[config.mk]
export PLATFORM = sky130hd
export DESIGN_NAME = edf_task_picker_with_freq_hint_core
export DESIGN_NICKNAME = d
export VERILOG_FILES = /design/src/rtl/core/edf_pkg.sv /design/src/rtl/core/edf_task_picker_with_freq_hint_core.sv
export SDC_FILE = /design/constraint.sdc
export NUM_CORES = 2
export LEC_CHECK = 0
export ABC_AREA = 1
export BUFFER_PORTS_ARGS = -buffer_cell sky130_fd_sc_hd__buf_4
export CAP_MARGIN = 20
export CORE_MARGIN = 10
export CORE_UTILIZATION = 35
export DETAILED_ROUTE_END_ITERATION = 16
export PLACE_DENSITY = 0.49
export SLEW_MARGIN = 20
export SYNTH_ARGS = -nofsm -noshare
export SYNTH_HDL_FRONTEND = slang
export SYNTH_SLANG_ARGS = --single-unit
[constraint.sdc]
create_clock -name clk_i -period 12.4 [get_ports clk_i]
set_clock_uncertainty 0.15 [all_clocks]
set_input_delay 0.62 -clock clk_i [delete_from_list [all_inputs] [get_ports clk_i]]
set_output_delay 0.62 -clock clk_i [all_outputs]
set_load 0.05 [all_outputs]
[src/rtl/core/edf_pkg.sv]
package edf_pkg;

  localparam int unsigned TaskCount = 8;
  localparam int unsigned TaskIdxW = $clog2(TaskCount);
  localparam logic [19:0] SliceReset = 20'd10000;
  localparam logic [23:0] UtilMax = 24'hFFFFFF;

  localparam logic CmdLoad = 1'b0;
  localparam logic CmdDecide = 1'b1;

  typedef struct packed {
    logic        cmd;
    logic [2:0]  task_index;
    logic [31:0] load_deadline;
    logic [31:0] load_exec_time;
    logic [7:0]  alive_mask;
    logic [39:0] now_us;
  } req_t;

  typedef struct packed {
    logic       selection_valid;
    logic [2:0] chosen_task;
    logic       high_freq;
  } rsp_t;

  typedef struct packed {
    logic signed [40:0] dl;
    logic [39:0]        stamp;
    logic signed [32:0] ex;
  } entry_t;

endpackage

[src/rtl/core/edf_task_picker_with_freq_hint_core.sv]
// Channel   Direction  Handshake          Payload
// req       in         req_valid/stall    edf_pkg::req_t
// rsp       out        rsp_valid/stall    edf_pkg::rsp_t
// cfg       in         cfg_valid/ready    time_slice, 20 bits
// A decision visits each task in turn with a read, an update and a step state, plus a bit-serial
// division for each alive task with a positive deadline and estimate, then charges the chosen
// task, if any, and issues the result.
// Reset clears the task states in flip-flops as invalid, so no clearing pass is needed.
// The result register holds while the output is stalled; the next request is
// accepted only once the result has left.
module edf_task_picker_with_freq_hint_core (
  input  logic           clk_i,
  input  logic           rst_ni,
  input  logic           req_valid,
  output logic           req_stall,
  input  edf_pkg::req_t  req_data_i,
  output logic           rsp_valid,
  input  logic           rsp_stall,
  output edf_pkg::rsp_t  rsp_data_o,
  input  logic           cfg_valid,
  output logic           cfg_ready,
  input  logic [19:0]    cfg_data_i
);

  localparam logic [2:0] StIdle = 3'd0;
  localparam logic [2:0] StRead = 3'd1;
  localparam logic [2:0] StUpd  = 3'd2;
  localparam logic [2:0] StDiv  = 3'd3;
  localparam logic [2:0] StNext = 3'd4;
  localparam logic [2:0] StChg  = 3'd5;
  localparam logic [2:0] StChgW = 3'd6;
  localparam logic [2:0] StOut  = 3'd7;
  localparam int unsigned IdxW = edf_pkg::TaskIdxW;

  logic [2:0] state_q, state_d;
  logic [19:0] slice_q;
  logic [31:0] pdl_mem [edf_pkg::TaskCount];
  logic [31:0] pex_mem [edf_pkg::TaskCount];
  edf_pkg::entry_t ent_mem [edf_pkg::TaskCount];
  logic [edf_pkg::TaskCount-1:0] init_q, was_q;
  logic [31:0] pdl_rd_q, pex_rd_q;
  edf_pkg::entry_t ent_rd_q;
  logic [IdxW-1:0] idx_q;
  logic [IdxW:0] cnt_q;
  edf_pkg::req_t req_q;
  logic [23:0] util_q, old_util_q;
  logic best_v_q;
  logic [IdxW-1:0] best_q;
  logic signed [40:0] best_dl_q;
  logic [56:0] rem_q;
  logic [55:0] quo_q;
  logic [5:0] dcnt_q;
  logic [40:0] div_q;
  logic [48:0] dvd_q;
  logic rsp_valid_q;
  edf_pkg::rsp_t rsp_q;

  logic alive;
  logic signed [40:0] dl_raw;
  logic signed [41:0] dl_sum;
  logic signed [40:0] dl_new;
  edf_pkg::entry_t upd;
  edf_pkg::entry_t chg;
  logic [56:0] rem_sh;
  logic q_bit;
  logic [55:0] quo_nx;
  logic [24:0] usum;
  logic [23:0] ratio;
  logic signed [33:0] ex_sub;

  assign req_stall = (state_q != StIdle) || rsp_valid_q;
  assign cfg_ready = 1'b1;
  assign rsp_valid = rsp_valid_q;
  assign rsp_data_o = rsp_q;

  assign alive = req_q.alive_mask[idx_q];
  assign dl_raw = init_q[idx_q] ? ent_rd_q.dl : '0;
  assign dl_sum = 42'(dl_raw) - 42'($signed({2'b00, req_q.now_us}))
                + 42'($signed({2'b00, (init_q[idx_q] ? ent_rd_q.stamp : 40'd0)}));
  assign dl_new = (dl_sum > 42'sh0FFFFFFFFFF) ? 41'sh0FFFFFFFFFF :
                  (dl_sum < -42'sh10000000000) ? 41'sh10000000000 : dl_sum[40:0];

  always_comb begin
    upd = ent_rd_q;
    if (!init_q[idx_q]) begin
      upd = '0;
    end
    if (!alive && was_q[idx_q]) begin
      upd.dl = '0;
      upd.ex = '0;
    end else if (alive && !was_q[idx_q]) begin
      upd.dl = 41'($signed({9'd0, pdl_rd_q}));
      upd.stamp = req_q.now_us;
      upd.ex = 33'($signed({1'b0, pex_rd_q}));
    end else if (alive) begin
      upd.dl = dl_new;
      upd.stamp = req_q.now_us;
    end
  end

  assign rem_sh = {rem_q[55:0], dvd_q[48]};
  assign q_bit = rem_sh >= {16'd0, div_q};
  assign quo_nx = {quo_q[54:0], q_bit};
  assign ratio = (quo_nx[55:24] != '0) ? edf_pkg::UtilMax : quo_nx[23:0];
  assign usum = {1'b0, util_q} + {1'b0, ratio};
  assign ex_sub = 34'(ent_rd_q.ex) - 34'($signed({14'd0, slice_q}));

  always_comb begin
    chg = ent_rd_q;
    chg.ex = (ex_sub < -34'sh100000000) ? 33'sh100000000 : ex_sub[32:0];
    if (ent_rd_q.dl < 41'($signed({21'd0, slice_q}))) chg.ex = '0;
  end

  always_comb begin
    state_d = state_q;
    unique case (state_q)
      StIdle: if (req_valid && !req_stall && req_data_i.cmd == edf_pkg::CmdDecide) begin
        state_d = StRead;
      end
      StRead: state_d = StUpd;
      StUpd: begin
        if (alive && upd.dl > 0 && upd.ex > 0) state_d = StDiv;
        else state_d = StNext;
      end
      StDiv: if (dcnt_q == 6'd48) state_d = StNext;
      StNext: begin
        if (cnt_q == (IdxW+1)'(edf_pkg::TaskCount - 1)) begin
          state_d = best_v_q ? StChg : StOut;
        end else begin
          state_d = StRead;
        end
      end
      StChg: state_d = StChgW;
      StChgW: state_d = StOut;
      StOut: state_d = StIdle;
      default: state_d = StIdle;
    endcase
  end

  always_ff @(posedge clk_i) begin
    if (req_valid && !req_stall && req_data_i.cmd == edf_pkg::CmdLoad
        && 32'(req_data_i.task_index) < edf_pkg::TaskCount) begin
      pdl_mem[req_data_i.task_index[IdxW-1:0]] <= req_data_i.load_deadline;
      pex_mem[req_data_i.task_index[IdxW-1:0]] <= req_data_i.load_exec_time;
    end
    pdl_rd_q <= pdl_mem[idx_q];
    pex_rd_q <= pex_mem[idx_q];
    ent_rd_q <= ent_mem[state_q == StChg ? best_q : idx_q];
    if (state_q == StUpd) begin
      ent_mem[idx_q] <= upd;
    end else if (state_q == StChgW) begin
      ent_mem[best_q] <= chg;
    end
  end

  always_ff @(posedge clk_i) begin
    if (req_valid && !req_stall) req_q <= req_data_i;
    if (state_q == StUpd) begin
      rem_q <= '0;
      quo_q <= '0;
      dvd_q <= {17'd0, upd.ex[31:0]} << 16;
      div_q <= upd.dl;
    end else if (state_q == StDiv) begin
      if (q_bit) begin
        rem_q <= rem_sh - {16'd0, div_q};
      end else begin
        rem_q <= rem_sh;
      end
      quo_q <= quo_nx;
      dvd_q <= {dvd_q[47:0], 1'b0};
    end
  end

  always_ff @(posedge clk_i or negedge rst_ni) begin
    if (!rst_ni) begin
      state_q <= StIdle;
      slice_q <= edf_pkg::SliceReset;
      init_q <= '0;
      was_q <= '0;
      idx_q <= '0;
      cnt_q <= '0;
      util_q <= '0;
      old_util_q <= '0;
      best_v_q <= 1'b0;
      best_q <= '0;
      best_dl_q <= '0;
      dcnt_q <= '0;
      rsp_valid_q <= 1'b0;
      rsp_q <= '0;
    end else begin
      state_q <= state_d;
      if (cfg_valid && cfg_ready) slice_q <= cfg_data_i;
      if (rsp_valid_q && !rsp_stall) rsp_valid_q <= 1'b0;
      unique case (state_q)
        StIdle: begin
          idx_q <= '0;
          cnt_q <= '0;
          util_q <= '0;
          best_v_q <= 1'b0;
          best_q <= '0;
        end
        StUpd: begin
          init_q[idx_q] <= 1'b1;
          was_q[idx_q] <= alive;
          dcnt_q <= '0;
          if (alive) begin
            if (upd.dl <= 0) util_q <= edf_pkg::UtilMax;
            if (!best_v_q || upd.dl < best_dl_q) begin
              best_v_q <= 1'b1;
              best_q <= idx_q;
              best_dl_q <= upd.dl;
            end
          end
        end
        StDiv: begin
          dcnt_q <= dcnt_q + 6'd1;
          if (dcnt_q == 6'd48) begin
            util_q <= usum[24] ? edf_pkg::UtilMax : usum[23:0];
          end
        end
        StNext: begin
          idx_q <= idx_q + IdxW'(1);
          cnt_q <= cnt_q + (IdxW+1)'(1);
        end
        StChgW: begin
          if (best_dl_q < 41'($signed({21'd0, slice_q}))) was_q[best_q] <= 1'b0;
        end
        StOut: begin
          rsp_valid_q <= 1'b1;
          rsp_q.selection_valid <= best_v_q;
          rsp_q.chosen_task <= best_v_q ? 3'(best_q) : 3'd0;
          rsp_q.high_freq <= util_q > old_util_q;
          old_util_q <= util_q;
        end
        default: ;
      endcase
    end
  end

endmodule

==> Flow_metrics.wiki <==
{| class="wikitable"
! Metric !! Value
|-
| Run status || finished clean
|-
| Critical path's slowest cell || sky130_fd_sc_hd__nand2_2
|-
| DPL Wire Length || 180,900 um
|-
| Final routed DRC violation total || 0
|-
| Layout overhead on the synthesized area || 15.65%
|-
| H-tree Lvls || 4
|-
| Fraction of registers with async set or reset after synthesis || 7.603%
|-
| CTS buffer count || 211
|-
| Number of global-route vias before repair || 60,320
|-
| Average via count per standard cell || 5.188
|-
| Nature of the critical path startpoint || flop
|-
| Setup TNS || 0 ps
|-
| GP Congestion || 0.9465
|-
| Count of cell types in the netlist || 63
|-
| Y dimension of the die || 519.8 um
|-
| Post-synthesis area per instance || 10.60 um^2
|-
| Met1 routing resource usage after global routing || 27.06%
|-
| Setup slack of the worst register-to-register path || 2830 ps
|-
| Placeable core area || 248,700 um^2
|-
| GR Util met2 || 32.86%
|-
| Most repeated cell in the gate-level netlist after synthesis || sky130_fd_sc_hd__edfxtp_1
|-
| Max-Cap Viols || 0
|-
| GR Overflow Total || 0
|-
| Yosys reg bits || 1,986
|-
| Cts hold-fix bufs || 157
|-
| Deepest clock path buffer count || 3
|-
| Die ar. || 270,200 um^2
|-
| Crit Path Max Fanout || 51
|-
| First-pass GRT wire length || 409,000 um
|-
| Critical path data required time || 13,010 ps
|-
| Worst slack after detailed placement || 3128 ps
|-
| Fmax achieved || 104.5 MHz
|-
| CTS tree || done
|-
| Data arrival time at the worst-slack endpoint || 10,180 ps
|-
| Path type of the worst min-delay path || in -> reg
|-
| Most common cell type on the critical path || sky130_fd_sc_hd__nand2_1
|-
| Final cycle utilization of the critical path || 77.19%
|-
| Number of antenna violations at the first check in global routing || 30
|-
| Number of fill cells || 24,160
|-
| Routed wire length || 280,400 um
|-
| Antenna Nets Post-Route || 0
|-
| Post-synth top area share || 53.07%
|-
| Synth Flop Type || sky130_fd_sc_hd__edfxtp_1
|-
| Number of hold violations in the final report || 0
|-
| Min setup slack post-route || 2828 ps
|-
| Number of flops mapped to enable cells by yosys || 1,545
|-
| Critical path capture point type || flop
|-
| Peak-usage layer in the global routing report || met2
|-
| Synthesized area || 87,420 um^2
|-
| Unrepaired setup endpoints after global routing || false
|-
| Final non-filler cell total || 12,020
|-
| CTS resizes || 0
|-
| Post-layout minimum cycle time || 9572 ps
|-
| Clock latency on the worst-skew pair || 920 ps
|-
| Root buffer cell || sky130_fd_sc_hd__clkbuf_16
|-
| Gate count after technology mapping || 8,249
|-
| Detailed router's first-iteration violation count || 5,194
|-
| Number of top-level pins || 149
|-
| Maximum number of pins on one net before global-route repair || 165
|-
| Total nets after synthesis || 8,666
|-
| Count of TritonRoute iterations in the first routing pass || 6
|-
| Row cnt || 183
|-
| Final-report max-slew violation count || 0
|-
| Aggregate global-route resource usage || 19.95%
|-
| Remaining max-slew budget at the tightest pin || 24.79%
|-
| Area of all sequential standard cells || 55,980 um^2
|-
| Area of combinational cells with multiple inputs || 27,530 um^2
|-
| Layout cell share with drive strength beyond 1 || 8.080%
|-
| Number of nets in the layout || 8,902
|-
| Die boundary width || 519.8 um
|-
| GRT met3 Usage || 2.781%
|-
| Transition time at the pin with the least slew margin || 1116 ps
|-
| Initial core utilization || 35.16%
|-
| Leading cell types by total area after synthesis || sky130_fd_sc_hd__edfxtp_1 (53%), sky130_fd_sc_hd__dfxtp_1 (6.6%), sky130_fd_sc_hd__nand2_1 (5.6%)
|-
| Share of synthesized area occupied by flip-flops and latches || 64.04%
|-
| Via Count || 62,330
|-
| Top cells by instance count after synthesis || sky130_fd_sc_hd__edfxtp_1 (1,545), sky130_fd_sc_hd__nand2_1 (1,309), sky130_fd_sc_hd__nor2_1 (1,245), sky130_fd_sc_hd__o21ai_0 (857), sky130_fd_sc_hd__inv_1 (666)
|-
| Clock Sinks || 1,986
|-
| DR WL/cell || 23.34 um
|-
| Critical Setup Path Class || reg -> reg
|-
| Buffers added on ports || 147
|-
| Cell type contributing the most total cell area after synthesis || sky130_fd_sc_hd__edfxtp_1
|-
| Warnings from Yosys || 0
|-
| Final hold slack || 52.94 ps
|-
| Post-CTS Setup Bufs || 0
|-
| Delay of the slowest cell on the worst path || 800 ps
|-
| Placed insts || 11,440
|-
| Clock Pin Slew Worst Setup and Hold Paths || 60 ps
|-
| Number of failing setup endpoints in the final timing report || 0
|}
final cells by class:
type	count	area share [%]
clock buffer	295	5.883
tap	3330	4.121
sequential	1986	55.37
antenna	9	0.02227
inverter	689	2.579
clock inverter	109	1.367
timing repair buffer	401	3.432
multi-input combinational	5196	27.22
worst max-delay path: cells and delay by family, from the launching register on:
family | cells | cell delay [ps]
buffers and inverters | 5 | 1930
flip-flops | 1 | 640
AND/OR/NAND/NOR | 21 | 4380
adder cells (fa/ha/maj) | 3 | 1160
AO/OA/AOI/OAI | 7 | 1090
logic make-up (layout without fill, tap and decap cells):
family                   count (synthesis)  count (layout)  synth area share, %
adder cells (fa/ha/maj)                276             276                4.319
flip-flops                            1986            1986                64.04
other                                    1              10             0.004289
AND/OR/NAND/NOR                       2945            2945                13.55
multiplexers                             1               1              0.01145
XOR/XNOR                               114             114                1.142
buffers and inverters                 1067            1494                4.707
AO/OA/AOI/OAI                         1859            1859                12.23
registers in the layout, summed over array words and instances, names as in the netlist, 24 cells and up:
signal,cells
quo_q,55
util_q,24
ent_rd_q,33
pdl_mem,256
ent_mem,912
old_util_q,24
pex_rd_q,32
best_dl_q,41
pdl_rd_q,32
req_q,48
rem_q,56
chg,81
div_q,41
pex_mem,256
dvd_q,33
through the flow:
step	util (%)	area, um^2
3_3_place_gp	37.06	92150
4_1_cts	40.64	101100
3_5_place_dp	37.06	92150
5_1_grt	40.66	101100
6_report	40.66	101100
2_1_floorplan	-	87420
placed cells by master (no fill, tap or decap), types with 13 or more instances in the layout:
cell type	n
sky130_fd_sc_hd__clkinv_2	48
sky130_fd_sc_hd__clkbuf_1	51
sky130_fd_sc_hd__o21bai_1	18
sky130_fd_sc_hd__edfxtp_1	1545
sky130_fd_sc_hd__dlygate4sd3_1	157
sky130_fd_sc_hd__ha_1	233
sky130_fd_sc_hd__o22ai_1	174
sky130_fd_sc_hd__o221a_2	17
sky130_fd_sc_hd__nor4_1	31
sky130_fd_sc_hd__or2_2	21
sky130_fd_sc_hd__o21ai_0	840
sky130_fd_sc_hd__o21ai_1	54
sky130_fd_sc_hd__a22o_1	33
sky130_fd_sc_hd__clkbuf_8	31
sky130_fd_sc_hd__nand4_1	102
sky130_fd_sc_hd__nand3_1	169
sky130_fd_sc_hd__nor2_4	15
sky130_fd_sc_hd__buf_4	234
sky130_fd_sc_hd__o211ai_1	13
sky130_fd_sc_hd__dfrtp_1	146
sky130_fd_sc_hd__inv_2	18
sky130_fd_sc_hd__clkinv_1	20
sky130_fd_sc_hd__a311oi_1	14
sky130_fd_sc_hd__a21oi_1	353
sky130_fd_sc_hd__clkinv_16	14
sky130_fd_sc_hd__a31oi_1	130
sky130_fd_sc_hd__a22oi_1	74
sky130_fd_sc_hd__xor2_1	66
sky130_fd_sc_hd__fa_1	43
sky130_fd_sc_hd__inv_1	662
sky130_fd_sc_hd__nor3_1	33
sky130_fd_sc_hd__bufinv_16	18
sky130_fd_sc_hd__nor2_1	1231
sky130_fd_sc_hd__a221oi_1	65
sky130_fd_sc_hd__nand2_1	1306
sky130_fd_sc_hd__xnor2_1	48
sky130_fd_sc_hd__dfxtp_1	290
sky130_fd_sc_hd__clkbuf_16	213
final timing paths:
| kind | from | endpoint | cells after the start |
|---|---|---|---|
| setup / recovery | idx_q[0] | best_dl_q[23] | 36 |
| hold / removal | cfg_valid | slice_q[14] | 2 |
| setup reg to reg | idx_q[0] | best_dl_q[23] | 36 |
| hold reg to reg | pdl_mem[2][13] | pdl_rd_q[13] | 2 |
| max in group asynchronous | rst_ni | best_dl_q[30] | 3 |
| min in group asynchronous | rst_ni | rsp_data_o[4] | 2 |
per-layer routing:
metal | routed length, um | share of wire [%] | vias to the layer above
met1 | 123700 | 44 | 31000
met2 | 132400 | 47 | 1590
met5 | 103 | 0.037 | -
met4 | 10560 | 3.8 | 16
li1 | - | - | 29360
met3 | 13650 | 4.9 | 369
Power is not shown: default switching activity piles up to over one toggle a cycle in this logic, so the estimate is an artifact.
